### src/rtl/wpmv_pkg.sv
// Shared types and constants for the PCM16 mono volume stream block.
// No dependencies; imported by the parser, the scaler and the top level.

package wpmv_pkg;

    typedef enum logic [2:0] {
        KIND_SAMPLE    = 3'd0,
        KIND_HDR_OK    = 3'd1,
        KIND_BAD_MAGIC = 3'd2,
        KIND_BAD_BITS  = 3'd3,
        KIND_BAD_CHAN  = 3'd4
    } kind_t;

    typedef enum logic [1:0] {
        PH_HEADER = 2'd0,
        PH_DATA   = 2'd1,
        PH_ERROR  = 2'd2
    } phase_t;

    typedef struct packed {
        kind_t              kind;
        logic signed [15:0] sample;
        logic [31:0]        rate;
    } result_t;

    // Configuration register indexes (word address bits [3:2]).
    localparam logic [1:0] REG_VOLUME  = 2'd0;
    localparam logic [1:0] REG_FLOOR   = 2'd1;
    localparam logic [1:0] REG_CEILING = 2'd2;

    localparam logic [7:0] VOLUME_RESET  = 8'd50;
    localparam logic [7:0] FLOOR_RESET   = 8'd0;
    localparam logic [7:0] CEILING_RESET = 8'd100;

    // Last header byte index, header tags with byte 0 in the low bits.
    localparam logic [5:0]  HDR_LAST    = 6'd43;
    localparam logic [31:0] TAG_RIFF    = 32'h4646_4952;
    localparam logic [31:0] TAG_WAVE    = 32'h4556_4157;
    localparam logic [15:0] BITS_PCM16  = 16'd16;

    // Division by 100 as multiplication by ceil(2^30 / 100); exact for
    // magnitudes below 2^23, which covers 32768 * 255.
    localparam logic [23:0] RECIP_100   = 24'd10737419;

endpackage

### src/rtl/wav_pcm16_mono_volume_stream.sv
// Top level of the PCM16 mono volume stream block: configuration registers,
// header parser and volume scaler. Depends on wpmv_pkg, wpmv_parse, wpmv_scale.
// Path: a result's last byte loads the parser register; the result then passes the gain
// multiply stage and the divide/saturate output register, each of which holds one item.
// Throughput: one file byte per cycle while in_ready is high; the stages advance
// independently, and out_ready held low backs them up until in_ready drops.
// Reset: parser starts on a new header, volume 50, floor 0, ceiling 100, no result held.

module wav_pcm16_mono_volume_stream (
    input  logic               clk,
    input  logic               rst_n,
    input  logic               psel,
    input  logic               penable,
    input  logic               pwrite,
    input  logic [3:0]         paddr,
    input  logic [31:0]        pwdata,
    output logic [31:0]        prdata,
    output logic               pready,
    input  logic               in_valid,
    output logic               in_ready,
    input  logic [7:0]         file_byte,
    input  logic               file_start,
    output logic               out_valid,
    input  logic               out_ready,
    output logic [2:0]         kind,
    output logic signed [15:0] mono_sample,
    output logic [31:0]        rate_hz
);
    import wpmv_pkg::*;

    logic [7:0] volume_reg, volume_next;
    logic [7:0] floor_reg, floor_next;
    logic [7:0] ceiling_reg, ceiling_next;
    logic       cfg_write;
    logic [7:0] raised;
    logic [7:0] gain;

    logic       res_valid;
    logic       res_ready;
    result_t    res;
    result_t    out_item;

    assign pready    = 1'b1;
    assign cfg_write = psel && penable && pwrite;

    always_comb
    begin
        volume_next  = volume_reg;
        floor_next   = floor_reg;
        ceiling_next = ceiling_reg;
        if (cfg_write)
        begin
            case (paddr[3:2])
                REG_VOLUME:  volume_next  = pwdata[7:0];
                REG_FLOOR:   floor_next   = pwdata[7:0];
                REG_CEILING: ceiling_next = pwdata[7:0];
                default:
                begin
                end
            endcase
        end
    end

    always_comb
    begin
        case (paddr[3:2])
            REG_VOLUME:  prdata = {24'd0, volume_reg};
            REG_FLOOR:   prdata = {24'd0, floor_reg};
            REG_CEILING: prdata = {24'd0, ceiling_reg};
            default:     prdata = '0;
        endcase
    end

    always_ff @(posedge clk or negedge rst_n)
    begin
        if (!rst_n)
        begin
            volume_reg  <= VOLUME_RESET;
            floor_reg   <= FLOOR_RESET;
            ceiling_reg <= CEILING_RESET;
        end
        else
        begin
            volume_reg  <= volume_next;
            floor_reg   <= floor_next;
            ceiling_reg <= ceiling_next;
        end
    end

    // The ceiling is applied last, so it wins when the floor lies above it.
    assign raised = (volume_reg < floor_reg) ? floor_reg : volume_reg;
    assign gain   = (raised > ceiling_reg) ? ceiling_reg : raised;

    wpmv_parse u_parse (
        .clk        (clk),
        .rst_n      (rst_n),
        .in_valid   (in_valid),
        .in_ready   (in_ready),
        .file_byte  (file_byte),
        .file_start (file_start),
        .res_valid  (res_valid),
        .res_ready  (res_ready),
        .res        (res)
    );

    wpmv_scale u_scale (
        .clk       (clk),
        .rst_n     (rst_n),
        .gain      (gain),
        .res_valid (res_valid),
        .res_ready (res_ready),
        .res       (res),
        .out_valid (out_valid),
        .out_ready (out_ready),
        .out_item  (out_item)
    );

    assign kind        = out_item.kind;
    assign mono_sample = out_item.sample;
    assign rate_hz     = out_item.rate;

endmodule

### src/rtl/wpmv_parse.sv
// Header parser and sample framer for the PCM16 mono volume stream block.
// Depends on wpmv_pkg; feeds one result register per completed item.

module wpmv_parse (
    input  logic              clk,
    input  logic              rst_n,
    input  logic              in_valid,
    output logic              in_ready,
    input  logic [7:0]        file_byte,
    input  logic              file_start,
    output logic              res_valid,
    input  logic              res_ready,
    output wpmv_pkg::result_t res
);
    import wpmv_pkg::*;

    logic        in_fire;

    phase_t      phase_reg, phase_next, cur_phase;
    logic [5:0]  pos_reg, pos_next, cur_pos;
    logic        tags_reg, tags_next, cur_tags;
    logic [15:0] chan_reg, chan_next, cur_chan;
    logic [31:0] rate_reg, rate_next, cur_rate;
    logic [15:0] bits_reg, bits_next, cur_bits;
    logic [7:0]  low_reg, low_next, cur_low;
    logic [15:0] left_reg, left_next, cur_left;
    logic [1:0]  frame_reg, frame_next, cur_frame;

    logic        s1_valid_reg, s1_valid_next;
    result_t     s1_reg, s1_next;
    logic        load;

    logic [15:0] word;
    logic [16:0] pair_sum;
    logic [16:0] pair_adj;
    kind_t       verdict;

    assign in_fire  = in_valid && in_ready;
    assign in_ready = !s1_valid_reg || res_ready;

    // A byte flagged as a file start sees the freshly restarted state.
    always_comb
    begin
        if (file_start)
        begin
            cur_phase = PH_HEADER;
            cur_pos   = '0;
            cur_tags  = 1'b1;
            cur_chan  = '0;
            cur_rate  = '0;
            cur_bits  = '0;
            cur_low   = '0;
            cur_left  = '0;
            cur_frame = '0;
        end
        else
        begin
            cur_phase = phase_reg;
            cur_pos   = pos_reg;
            cur_tags  = tags_reg;
            cur_chan  = chan_reg;
            cur_rate  = rate_reg;
            cur_bits  = bits_reg;
            cur_low   = low_reg;
            cur_left  = left_reg;
            cur_frame = frame_reg;
        end
    end

    assign word     = {file_byte, cur_low};
    assign pair_sum = {cur_left[15], cur_left} + {word[15], word};
    // Adding one to a negative sum makes the halving truncate toward zero.
    assign pair_adj = pair_sum + {16'd0, pair_sum[16]};

    always_comb
    begin
        if (!cur_tags)
            verdict = KIND_BAD_MAGIC;
        else if (cur_bits != BITS_PCM16)
            verdict = KIND_BAD_BITS;
        else if (cur_chan != 16'd1 && cur_chan != 16'd2)
            verdict = KIND_BAD_CHAN;
        else
            verdict = KIND_HDR_OK;
    end

    // Next state of the parser.
    always_comb
    begin
        phase_next = phase_reg;
        pos_next   = pos_reg;
        tags_next  = tags_reg;
        chan_next  = chan_reg;
        rate_next  = rate_reg;
        bits_next  = bits_reg;
        low_next   = low_reg;
        left_next  = left_reg;
        frame_next = frame_reg;
        if (in_fire)
        begin
            phase_next = cur_phase;
            pos_next   = cur_pos;
            tags_next  = cur_tags;
            chan_next  = cur_chan;
            rate_next  = cur_rate;
            bits_next  = cur_bits;
            low_next   = cur_low;
            left_next  = cur_left;
            frame_next = cur_frame;
            case (cur_phase)
                PH_HEADER:
                begin
                    case (cur_pos) inside
                        [6'd0:6'd3]:
                            if (file_byte != TAG_RIFF[{cur_pos[1:0], 3'b000} +: 8])
                                tags_next = 1'b0;
                        [6'd8:6'd11]:
                            if (file_byte != TAG_WAVE[{cur_pos[1:0], 3'b000} +: 8])
                                tags_next = 1'b0;
                        6'd22, 6'd23:
                            chan_next = cur_chan | ({8'd0, file_byte} << {cur_pos[0], 3'b000});
                        [6'd24:6'd27]:
                            rate_next = cur_rate
                                      | ({24'd0, file_byte} << {cur_pos[1:0], 3'b000});
                        6'd34, 6'd35:
                            bits_next = cur_bits | ({8'd0, file_byte} << {cur_pos[0], 3'b000});
                        default:
                        begin
                        end
                    endcase
                    if (cur_pos == HDR_LAST)
                    begin
                        pos_next   = '0;
                        frame_next = '0;
                        phase_next = (verdict == KIND_HDR_OK) ? PH_DATA : PH_ERROR;
                    end
                    else
                    begin
                        pos_next = cur_pos + 6'd1;
                    end
                end
                PH_DATA:
                begin
                    if (!cur_frame[0])
                    begin
                        low_next   = file_byte;
                        frame_next = cur_frame + 2'd1;
                    end
                    else if (cur_chan == 16'd1)
                    begin
                        frame_next = '0;
                    end
                    else if (cur_frame == 2'd1)
                    begin
                        left_next  = word;
                        frame_next = 2'd2;
                    end
                    else
                    begin
                        frame_next = '0;
                    end
                end
                default:
                begin
                end
            endcase
        end
    end

    // Result produced by the accepted byte, if any.
    always_comb
    begin
        load           = 1'b0;
        s1_next        = s1_reg;
        if (in_fire)
        begin
            case (cur_phase)
                PH_HEADER:
                begin
                    if (cur_pos == HDR_LAST)
                    begin
                        load           = 1'b1;
                        s1_next.kind   = verdict;
                        s1_next.sample = '0;
                        s1_next.rate   = (verdict == KIND_HDR_OK) ? cur_rate : 32'd0;
                    end
                end
                PH_DATA:
                begin
                    if (cur_frame[0] && (cur_chan == 16'd1 || cur_frame == 2'd3))
                    begin
                        load           = 1'b1;
                        s1_next.kind   = KIND_SAMPLE;
                        s1_next.sample = (cur_chan == 16'd1) ? word : pair_adj[16:1];
                        s1_next.rate   = '0;
                    end
                end
                default:
                begin
                end
            endcase
        end
        if (load)
            s1_valid_next = 1'b1;
        else if (res_ready)
            s1_valid_next = 1'b0;
        else
            s1_valid_next = s1_valid_reg;
    end

    always_ff @(posedge clk or negedge rst_n)
    begin
        if (!rst_n)
        begin
            phase_reg    <= PH_HEADER;
            pos_reg      <= '0;
            tags_reg     <= 1'b1;
            chan_reg     <= '0;
            rate_reg     <= '0;
            bits_reg     <= '0;
            low_reg      <= '0;
            left_reg     <= '0;
            frame_reg    <= '0;
            s1_valid_reg <= 1'b0;
        end
        else
        begin
            phase_reg    <= phase_next;
            pos_reg      <= pos_next;
            tags_reg     <= tags_next;
            chan_reg     <= chan_next;
            rate_reg     <= rate_next;
            bits_reg     <= bits_next;
            low_reg      <= low_next;
            left_reg     <= left_next;
            frame_reg    <= frame_next;
            s1_valid_reg <= s1_valid_next;
        end
    end

    always_ff @(posedge clk)
    begin
        s1_reg <= s1_next;
    end

    assign res_valid = s1_valid_reg;
    assign res       = s1_reg;

    a_pos_only_in_header: assert property (@(posedge clk) disable iff (!rst_n)
        phase_reg != PH_HEADER |-> pos_reg == 6'd0)
        else $error("header byte index left nonzero outside the header");

    a_mono_frame: assert property (@(posedge clk) disable iff (!rst_n)
        phase_reg == PH_DATA && chan_reg == 16'd1 |-> !frame_reg[1])
        else $error("mono stream entered the second half of a stereo frame");

    a_no_result_when_ignoring: assert property (@(posedge clk) disable iff (!rst_n)
        in_fire && !file_start && phase_reg == PH_ERROR |=> !s1_valid_reg || $stable(s1_reg))
        else $error("a byte after a header error produced a result");

endmodule

### src/rtl/wpmv_scale.sv
// Volume scaling pipeline: gain multiply, divide by 100 and saturation.
// Depends on wpmv_pkg; holds the result register that drives the output.

module wpmv_scale (
    input  logic              clk,
    input  logic              rst_n,
    input  logic [7:0]        gain,
    input  logic              res_valid,
    output logic              res_ready,
    input  wpmv_pkg::result_t res,
    output logic              out_valid,
    input  logic              out_ready,
    output wpmv_pkg::result_t out_item
);
    import wpmv_pkg::*;

    logic               s2_valid_reg, s2_valid_next;
    kind_t              s2_kind_reg;
    logic signed [24:0] s2_prod_reg;
    logic [31:0]        s2_rate_reg;
    logic               s2_ready;

    logic               out_valid_reg, out_valid_next;
    result_t            out_reg;

    logic               neg;
    logic [24:0]        mag_wide;
    logic [22:0]        mag;
    logic [46:0]        recip_prod;
    logic [16:0]        quot;
    logic [16:0]        quot_neg;
    logic [15:0]        scaled;

    assign s2_ready  = !out_valid_reg || out_ready;
    assign res_ready = !s2_valid_reg || s2_ready;

    always_comb
    begin
        if (res_valid && res_ready)
            s2_valid_next = 1'b1;
        else if (s2_ready)
            s2_valid_next = 1'b0;
        else
            s2_valid_next = s2_valid_reg;

        if (s2_valid_reg && s2_ready)
            out_valid_next = 1'b1;
        else if (out_ready)
            out_valid_next = 1'b0;
        else
            out_valid_next = out_valid_reg;
    end

    // Divide the magnitude, then restore the sign and clamp to 16 bits.
    assign neg        = s2_prod_reg[24];
    assign mag_wide   = neg ? 25'(-s2_prod_reg) : 25'(s2_prod_reg);
    assign mag        = mag_wide[22:0];
    assign recip_prod = 47'(mag) * 47'(RECIP_100);
    assign quot       = recip_prod[46:30];
    assign quot_neg   = 17'd0 - quot;

    always_comb
    begin
        if (neg)
            scaled = (quot > 17'd32768) ? 16'h8000 : quot_neg[15:0];
        else
            scaled = (quot > 17'd32767) ? 16'h7FFF : quot[15:0];
    end

    always_ff @(posedge clk or negedge rst_n)
    begin
        if (!rst_n)
        begin
            s2_valid_reg  <= 1'b0;
            out_valid_reg <= 1'b0;
        end
        else
        begin
            s2_valid_reg  <= s2_valid_next;
            out_valid_reg <= out_valid_next;
        end
    end

    always_ff @(posedge clk)
    begin
        if (res_valid && res_ready)
        begin
            s2_kind_reg <= res.kind;
            s2_prod_reg <= 25'(res.sample) * 25'($signed({1'b0, gain}));
            s2_rate_reg <= res.rate;
        end
        if (s2_valid_reg && s2_ready)
        begin
            out_reg.kind   <= s2_kind_reg;
            out_reg.sample <= scaled;
            out_reg.rate   <= s2_rate_reg;
        end
    end

    assign out_valid = out_valid_reg;
    assign out_item  = out_reg;

    a_status_has_no_sample: assert property (@(posedge clk) disable iff (!rst_n)
        out_valid_reg && out_reg.kind != KIND_SAMPLE |-> out_reg.sample == 16'sd0)
        else $error("status result carries a nonzero sample");

    a_rate_only_on_header_ok: assert property (@(posedge clk) disable iff (!rst_n)
        out_valid_reg && out_reg.kind != KIND_HDR_OK |-> out_reg.rate == 32'd0)
        else $error("rate reported on a result other than header ok");

    a_product_in_range: assert property (@(posedge clk) disable iff (!rst_n)
        s2_valid_reg |-> mag_wide[24:23] == 2'b00)
        else $error("gain product exceeds the divider's exact range");

endmodule
### config.mk
export PLATFORM = sky130hd
export DESIGN_NAME = wav_pcm16_mono_volume_stream
export DESIGN_NICKNAME = d
export VERILOG_FILES = /design/src/rtl/wpmv_pkg.sv /design/src/rtl/wav_pcm16_mono_volume_stream.sv /design/src/rtl/wpmv_parse.sv /design/src/rtl/wpmv_scale.sv
export SDC_FILE = /design/constraint.sdc
export NUM_CORES = 1
export LEC_CHECK = 0
export BUFFER_PORTS_ARGS = -buffer_cell sky130_fd_sc_hd__buf_2
export CAP_MARGIN = 5
export CORE_AREA = 4 4 234 236
export DETAILED_ROUTE_END_ITERATION = 8
export DIE_AREA = 0 0 238 240
export PLACE_DENSITY = 0.76
export SYNTH_ARGS = -nofsm -noshare
export SYNTH_HDL_FRONTEND = slang
export SYNTH_HIERARCHICAL = 1
export SYNTH_SLANG_ARGS = --single-unit
### constraint.sdc
create_clock -name clk -period 17.8 [get_ports clk]
set_clock_uncertainty 0.15 [all_clocks]
set_input_delay 3.56 -clock clk [delete_from_list [all_inputs] [get_ports clk]]
set_output_delay 3.56 -clock clk [all_outputs]
set_load 0.01 [all_outputs]
==> metrics.md, run 1 <==
| Metric | Value |
|---|---|
| Clock tree root driver cell | sky130_fd_sc_hd__clkbuf_16 |
| Cell occurring most often along the worst timing path | sky130_fd_sc_hd__ha_1 |
| Global placer's final weighted congestion | 0.945 |
| Pin count of the biggest net entering global routing | 72 |
| Vias in the first global route | 21,400 |
| PortBufs | 86 |
| Count of routing violations after the opening detailed-route iteration | 1,229 |
| Power density relative to cell area | around 210 nW/um2 |
| Antenna violations before repair | 0 |
| Number of maximum-capacitance violations | 0 |
| Final Non-Filler Cells | roughly 3,600 |
| Switching fraction of total power | 44.7% |
| Post-cts hold buffer count | 0 |
| Clock latency on the worst-skew pair | 0.59 ns |
| TritonCTS Sinks | about 290 |
| Main synth FF type | sky130_fd_sc_hd__edfxtp_1 |
| Net count of the finished layout | 3,531 |
| Detailed placer's ending HPWL | 53.4 mm |
| Part of the total power dissipated in sequential elements | 16.1% |
| Async set-or-reset flop fraction in the synthesized netlist | 43.9% |
| Mean instance size in the synthesized netlist | 10.2 um2 |
| Count of boundary I/O pins | between 100 and 150 |
| Synthesis-stage register bit count | 287 |
| Effective utilization at floorplan | 54.6% |
| Final hold vios | 0 |
| Cell leakage power | 14.3 nW |
| Total overflow reported by the global router | 0 |
| DR vias/cell | 5.64 |
| Count of synthesis-stage warnings from yosys | 6 |
| Inserted Diodes | 0 |
| Number of remaining DRC errors | 0 |
| Worst EP required | 17.94 ns |
| Highest clock frequency the design can meet | 84.9 MHz |
| Layout overhead on the synthesized area | 7.41% |
| Total power after layout | 0.00635 W |
| Vias after detailed routing | 20,100 |
| Final critical delay including setup and external delays | about 12 ns |
| Critical path data arrival time | 11.92 ns |
| Setup violators final | 0 |
| Rel. slew slack | ~16% |
| Worst vdd ir | 800 uV |
| Horiz. Die Dim | 238 um |
| Proportion of synthesized chip area in sequential cells | 27.9% |
| Number of core rows | 84 |
| Nature of the critical path endpoint | flop |
| Number of distinct library cells after synthesis | just over 100 |
| Switching power of the nets | between 0.002 and 0.003 W |
| H-tree levels | 1 |
| Standard cell with the maximum stage delay on the critical path | sky130_fd_sc_hd__nor3b_1 |
| Share of the cycle needed by the critical path after routing | between 60% and 70% |
| Slew @ Worst Pin | ~1.3 ns |
| Global-route wire length before repair | roughly 110 mm |
| Outcome | complete, no violations |
| Number of fill cells in the layout | 4,349 |
| Setup crit start kind | flop |
| CTS max path bufs | 3 |
| Comb pwr share | 72.9% |
| Total clock buffers created by CTS | 31 |
| Aggregate global-route resource usage | 23.6% |
| Final Slew Violations | 0 |
| Core region area | 52,400 um2 |
| Dpl cells | 3,505 |
| Average detailed-routed wire length per instance | 18.7 um |
| Type of the setup path with the least slack | reg2reg |
| Routed Antenna Nets | 0 |
| Number of flops mapped to enable cells by yosys | 161 |
| Design internal power | 0.00351 W |
| Combined area of all synthesized cells | 28,600 um2 |
| Area after DPL | 29,600 um2 |
| Number of instances in the synthesized netlist | 2,796 |
| Final instance area | 30,700 um2 |
| Combined buffer and inverter count along the critical path | 3 |
| Die outline area | 57,100 um2 |
| Total negative slack for setup checks | 0 ns |
| Fraction of final layout cells with drive strength greater than 1 | 8.59% |
| Clock network fraction of total power | 11.0% |
| Largest stage delay on the critical path | 0.77 ns |
| Largest delay contributor family on the critical path | simple AND/OR/NAND/NOR gates |
| Number of iterations in the first detailed-routing pass | 5 |
| Postcts setup bufs | 0 |
| Die Height | approximately 240 um |
| Hold/Removal Path Class | reg2reg |
| RSZ-0062 raised after global routing | no |
| Clock tree from TritonCTS | done |
| Worst-path clk slew | 0.06 ns |
| Number of resized instances in the post-cts repair step | 0 |
| WL final | approximately 67 mm |
| CP max FO | 12 |
[layer usage]
metal  GRT usage [%]  vias up  routed length, um
met2            42.7      469              34100
met1            30.4    10100              27900
met5               0        -                  0
met3            2.29      111               2870
li1                -     9439                  -
met4            6.63        0               1920
[power groups by stage]
stage | Clock (W) | Sequential, W | Combinational (W)
after global routing | 0.000739 | 0.00103 | 0.00540
after CTS | 0.000708 | 0.00102 | 0.00463
final | 0.000696 | 0.00102 | 0.00463
after floorplan | 0 | 0.00103 | 0.00372
after global placement | 0 | 0.00104 | 0.00442
after detailed placement | 0 | 0.00104 | 0.00459
[final timing paths]
check                                             from                   end  slack, ns  cells after the start
worst max register to register  u_scale/s2_prod_reg[0]  u_scale/out_item[40]       6.02                     31
min in group asynchronous                        rst_n   u_parse/rate_reg[1]       2.94                      1
worst min register to register  u_scale/s2_rate_reg[9]   u_scale/out_item[9]       0.27                      0
worst min-delay path            u_scale/s2_rate_reg[9]   u_scale/out_item[9]       0.27                      0
max in group asynchronous                        rst_n          floor_reg[5]      13.25                      2
worst max-delay path            u_scale/s2_prod_reg[0]  u_scale/out_item[40]       6.02                     31
[cells by family after synthesis]
kind of cell / count (synthesis) / synth area share [%]
xor gates and xnor gates: 84 / 2.64
and+or+nand+nor: 697 / 12.9
muxes: 59 / 2.22
DFF: 287 / 27.9
AOI/OAI and AO/OA: 424 / 10.5
buffers and inverters: 614 / 8.47
other: 2 / 0.0262
adders and majority gates: 629 / 35.3
[cell usage after synthesis, types with 13 or more instances]
master	instances	area share (%)
sky130_fd_sc_hd__a211oi_1	19	0.50
sky130_fd_sc_hd__a21o_1	19	0.50
sky130_fd_sc_hd__a21oi_1	87	1.5
sky130_fd_sc_hd__a22o_1	46	1.4
sky130_fd_sc_hd__a31oi_1	13	0.28
sky130_fd_sc_hd__a32o_1	24	0.84
sky130_fd_sc_hd__and2_1	137	3.0
sky130_fd_sc_hd__and3_1	16	0.35
sky130_fd_sc_hd__buf_4	27	0.71
sky130_fd_sc_hd__clkbuf_1	60	0.79
sky130_fd_sc_hd__dfrtp_1	119	10
sky130_fd_sc_hd__edfxtp_1	161	17
sky130_fd_sc_hd__fa_1	296	21
sky130_fd_sc_hd__ha_1	333	15
sky130_fd_sc_hd__inv_1	512	6.7
sky130_fd_sc_hd__mux2_2	32	1.3
sky130_fd_sc_hd__mux2i_1	26	0.91
sky130_fd_sc_hd__nand2_1	170	2.2
sky130_fd_sc_hd__nand2b_1	26	0.57
sky130_fd_sc_hd__nand3_1	44	0.77
sky130_fd_sc_hd__nand4_1	30	0.66
sky130_fd_sc_hd__nor2_1	102	1.3
sky130_fd_sc_hd__nor2b_1	34	0.74
sky130_fd_sc_hd__nor3_1	47	0.82
sky130_fd_sc_hd__nor4_1	15	0.33
sky130_fd_sc_hd__o21ai_0	106	1.9
sky130_fd_sc_hd__xnor2_1	52	1.6
sky130_fd_sc_hd__xor2_1	31	0.95
[area by class of cell]
cell class / count / area (um2) / area share, %
timing repair buffer: 98 / 523 / 1.70
clock buffer: 40 / 860 / 2.80
tap: 688 / 861 / 2.80
inverter: 514 / 1930 / 6.27
sequential: 287 / 8000 / 26.0
clock inverter: 18 / 267 / 0.867
multi-input combinational: 1918 / 18300 / 59.6
[through the flow]
step           util, %  setup WS [ns]  hold WS [ns]
2_1_floorplan        -           7.97         0.250
3_3_place_gp      56.5           6.45         0.250
3_5_place_dp      56.5           6.36         0.255
4_1_cts           58.6           6.20         0.266
5_1_grt           58.6           5.53         0.267
6_report          58.6           6.02         0.267
[worst reg2reg max path, delay by kind of cell (launching register included)]
family | cells | cell delay, ns
buffers and inverters | 3 | 0.44
xor gates and xnor gates | 3 | 0.85
AOI/OAI and AO/OA | 7 | 1.90
and+or+nand+nor | 9 | 3.75
adders and majority gates | 9 | 3.70
DFF | 1 | 0.70
[cell usage in the layout, fill, tap and decap left out, types with 7 or more instances in the layout]
master	netlist	layout
sky130_fd_sc_hd__a211oi_1	19	18
sky130_fd_sc_hd__a21o_1	19	19
sky130_fd_sc_hd__a21oi_1	87	87
sky130_fd_sc_hd__a22o_1	46	46
sky130_fd_sc_hd__a22oi_1	7	7
sky130_fd_sc_hd__a31oi_1	13	13
sky130_fd_sc_hd__a32o_1	24	24
sky130_fd_sc_hd__and2_1	137	135
sky130_fd_sc_hd__and3_1	16	16
sky130_fd_sc_hd__buf_2	7	85
sky130_fd_sc_hd__buf_4	27	13
sky130_fd_sc_hd__clkbuf_16	0	31
sky130_fd_sc_hd__clkinv_2	0	7
sky130_fd_sc_hd__conb_1	2	25
sky130_fd_sc_hd__dfrtp_1	119	119
sky130_fd_sc_hd__dfstp_2	7	7
sky130_fd_sc_hd__edfxtp_1	161	161
sky130_fd_sc_hd__fa_1	296	296
sky130_fd_sc_hd__ha_1	333	333
sky130_fd_sc_hd__inv_1	512	512
sky130_fd_sc_hd__mux2_2	32	32
sky130_fd_sc_hd__mux2i_1	26	26
sky130_fd_sc_hd__nand2_1	170	169
sky130_fd_sc_hd__nand2b_1	26	26
sky130_fd_sc_hd__nand3_1	44	44
sky130_fd_sc_hd__nand4_1	30	30
sky130_fd_sc_hd__nor2_1	102	102
sky130_fd_sc_hd__nor2b_1	34	34
sky130_fd_sc_hd__nor3_1	47	46
sky130_fd_sc_hd__nor4_1	15	15
sky130_fd_sc_hd__o21a_1	11	11
sky130_fd_sc_hd__o21ai_0	106	106
sky130_fd_sc_hd__or2_2	12	12
sky130_fd_sc_hd__or3_1	12	12
sky130_fd_sc_hd__or4_1	7	7
sky130_fd_sc_hd__xnor2_1	52	52
sky130_fd_sc_hd__xor2_1	31	31
No activity file was read; power rests on OpenSTA's default activity.
==> inputs of run 2 (changes only) <==
--- a/config.mk
+++ b/config.mk
@@ -10,7 +10,7 @@
 export CORE_AREA = 4 4 234 236
 export DETAILED_ROUTE_END_ITERATION = 8
 export DIE_AREA = 0 0 238 240
-export PLACE_DENSITY = 0.76
+export PLACE_DENSITY = 0.79
 export SYNTH_ARGS = -nofsm -noshare
 export SYNTH_HDL_FRONTEND = slang
 export SYNTH_HIERARCHICAL = 1
==> constraint.sdc (replaced) <==
create_clock -name clk -period 10.15 [get_ports clk]
set_clock_uncertainty 0.15 [all_clocks]
set_input_delay 2.03 -clock clk [delete_from_list [all_inputs] [get_ports clk]]
set_output_delay 2.03 -clock clk [all_outputs]
set_load 0.01 [all_outputs]
==> run 2 against run 1 <==
- clock power grew 51%
- die area is the same
- global-route usage shrank 0.37 points
- fmax increased by 19%
- sequential cell count unchanged
- wire length increased by 0.33%
- critical path type unchanged
- highest routed layer unchanged
==> metrics.md, run 2 (same netlist as run 1, synthesis figures left out) <==
| Metric | Value |
|---|---|
| Outcome | complete, no violations (unchanged) |
| Effective utilization at floorplan | 54.6% (unchanged) |
| Final Slew Violations | 0 (unchanged) |
| Global placer's final weighted congestion | 0.961 (was 0.945) |
| Number of maximum-capacitance violations | 0 (unchanged) |
| Critical path data arrival time | 10.09 ns (was 11.92 ns) |
| Vias in the first global route | 21,500 (was 21,400) |
| Clock tree root driver cell | sky130_fd_sc_hd__clkbuf_16 (unchanged) |
| Pin count of the biggest net entering global routing | 68 (was 72) |
| Routed Antenna Nets | 0 (unchanged) |
| Nature of the critical path endpoint | flop (unchanged) |
| Count of routing violations after the opening detailed-route iteration | 1,379 (was 1,229) |
| Worst vdd ir | 944 uV (was 800 uV) |
| Power density relative to cell area | 347 nW/um2 (was 207 nW/um2) |
| Rel. slew slack | 14.7% (was 16.0%) |
| Largest stage delay on the critical path | 0.54 ns (was 0.77 ns) |
| TritonCTS Sinks | 287 (unchanged) |
| H-tree levels | 1 (unchanged) |
| Number of core rows | 84 (unchanged) |
| Type of the setup path with the least slack | reg2reg (unchanged) |
| Count of boundary I/O pins | 138 (unchanged) |
| Net count of the finished layout | 3,585 (was 3,531) |
| WL final | 67.0 mm (was 66.7 mm) |
| Number of iterations in the first detailed-routing pass | 8 (was 5) |
| Final critical delay including setup and external delays | 9.91 ns (was 11.78 ns) |
| Setup violators final | 0 (unchanged) |
| Inserted Diodes | 0 (unchanged) |
| DR vias/cell | 5.70 (was 5.64) |
| Total clock buffers created by CTS | 27 (was 31) |
| Total overflow reported by the global router | 0 (unchanged) |
| Fraction of final layout cells with drive strength greater than 1 | 11.8% (was 8.59%) |
| Layout overhead on the synthesized area | 9.58% (was 7.41%) |
| Post-cts hold buffer count | 0 (unchanged) |
| Worst EP required | 10.32 ns (was 17.94 ns) |
| Clock latency on the worst-skew pair | 0.57 ns (was 0.59 ns) |
| Highest clock frequency the design can meet | 101 MHz (was 84.9 MHz) |
| Vias after detailed routing | 20,600 (was 20,100) |
| Detailed placer's ending HPWL | 53.3 mm (was 53.4 mm) |
| Average detailed-routed wire length per instance | 18.5 um (was 18.7 um) |
| Total negative slack for setup checks | 0 ns (unchanged) |
| Core region area | 52,400 um2 (unchanged) |
| Cell leakage power | 14.7 nW (was 14.3 nW) |
| Commonest cells after routing, fill and taps aside | sky130_fd_sc_hd__inv_1 (511), sky130_fd_sc_hd__ha_1 (324), sky130_fd_sc_hd__fa_1 (296) (was sky130_fd_sc_hd__inv_1 (512), sky130_fd_sc_hd__ha_1 (333), sky130_fd_sc_hd__fa_1 (296)) |
| Antenna violations before repair | 0 (unchanged) |
| Final instance area | 31,400 um2 (was 30,700 um2) |
| Global-route wire length before repair | 109 mm (was 110 mm) |
| Worst-path clk slew | 0.06 ns (about the same) |
| Standard cell with the maximum stage delay on the critical path | sky130_fd_sc_hd__or4_4 (was sky130_fd_sc_hd__nor3b_1) |
| Setup crit start kind | flop (unchanged) |
| PortBufs | 86 (unchanged) |
| CTS max path bufs | 3 (unchanged) |
| Clock tree from TritonCTS | done (unchanged) |
| Worst hold margin | 0.268 ns (was 0.267 ns) |
| Die outline area | 57,100 um2 (unchanged) |
| Share of the cycle needed by the critical path after routing | 97.7% (was 66.2%) |
| Setup WS pre-CTS | -0.0151 ns (was 6.36 ns) |
| Slew @ Worst Pin | 1.28 ns (was 1.26 ns) |
| Number of remaining DRC errors | 0 (unchanged) |
| Area after DPL | 30,000 um2 (was 29,600 um2) |
| CP max FO | 6 (was 12) |
| Die Height | 240 um (unchanged) |
| Hold/Removal Path Class | reg2reg (unchanged) |
| Aggregate global-route resource usage | 23.2% (was 23.6%) |
| Final hold vios | 0 (unchanged) |
| Commonest non-fill, non-tap cell in the layout | sky130_fd_sc_hd__inv_1 (unchanged) |
| Horiz. Die Dim | 238 um (unchanged) |
| Final setup margin | 0.235 ns (was 6.02 ns) |
run 2: layout make-up:
cell class,count,area (um2)
fillers,4151,21100
multi-input cells,1918,18700
flip-flops and latches,287,8000
inverters,514,1930
repair buffers,156,963
well taps,688,861
clock buffers,37,763
clock inverters,13,170
run 2: critical path: cells and delay by family (launching register included):
kind	cells	cell delay [ns]
compound gates	6	1.78
xor+xnor	2	0.42
fa+ha+maj	8	3.23
buf+inv	7	0.56
flops	1	0.41
simple gates	10	3.11
run 2: where the power goes:
part	internal [W]	switching, W
registers	0.00176	0.0000307
logic	0.00362	0.00444
clock network	0.000608	0.000443
total	0.00598	0.00491
run 2: timing repair:
item,in CTS,in global routing
gates cloned,0,1
buffers inserted,0,12
gates resized for setup,3,68
setup endpoints to repair,2,16
endpoints found under the hold margin,0,0
pin swaps,0,22
run 2: final timing paths:
path	start	to	slack (ns)	cells after the start
worst max-delay path	u_scale/s2_prod_reg[6]	u_scale/out_item[34]	0.24	33
worst min-delay path	u_parse/res[13]	u_scale/s2_rate_reg[13]	0.27	0
worst max register to register	u_scale/s2_prod_reg[6]	u_scale/out_item[34]	0.24	33
worst min register to register	u_parse/res[13]	u_scale/s2_rate_reg[13]	0.27	0
max in group asynchronous	rst_n	volume_reg[6]	7.15	2
min in group asynchronous	rst_n	u_parse/rate_reg[17]	1.38	1
run 2: routing by layer:
| metal | global-route usage (%) | vias up | routed length [um] |
|---|---|---|---|
| li1 | - | 9542 | - |
| met1 | 30.0 | 10300 | 27800 |
| met2 | 41.6 | 616 | 33600 |
| met3 | 2.45 | 167 | 3090 |
| met4 | 7.12 | 0 | 2450 |
| met5 | 0 | - | 0 |
run 2: stage by stage:
stage               util [%]  cells  power, W
global route            59.8   3613    0.0123
CTS                     58.9   3600    0.0109
global placement        57.1   3550   0.00944
finish                  59.8   3613    0.0109
floorplan                  -   2819   0.00829
detailed placement      57.1   3550   0.00981
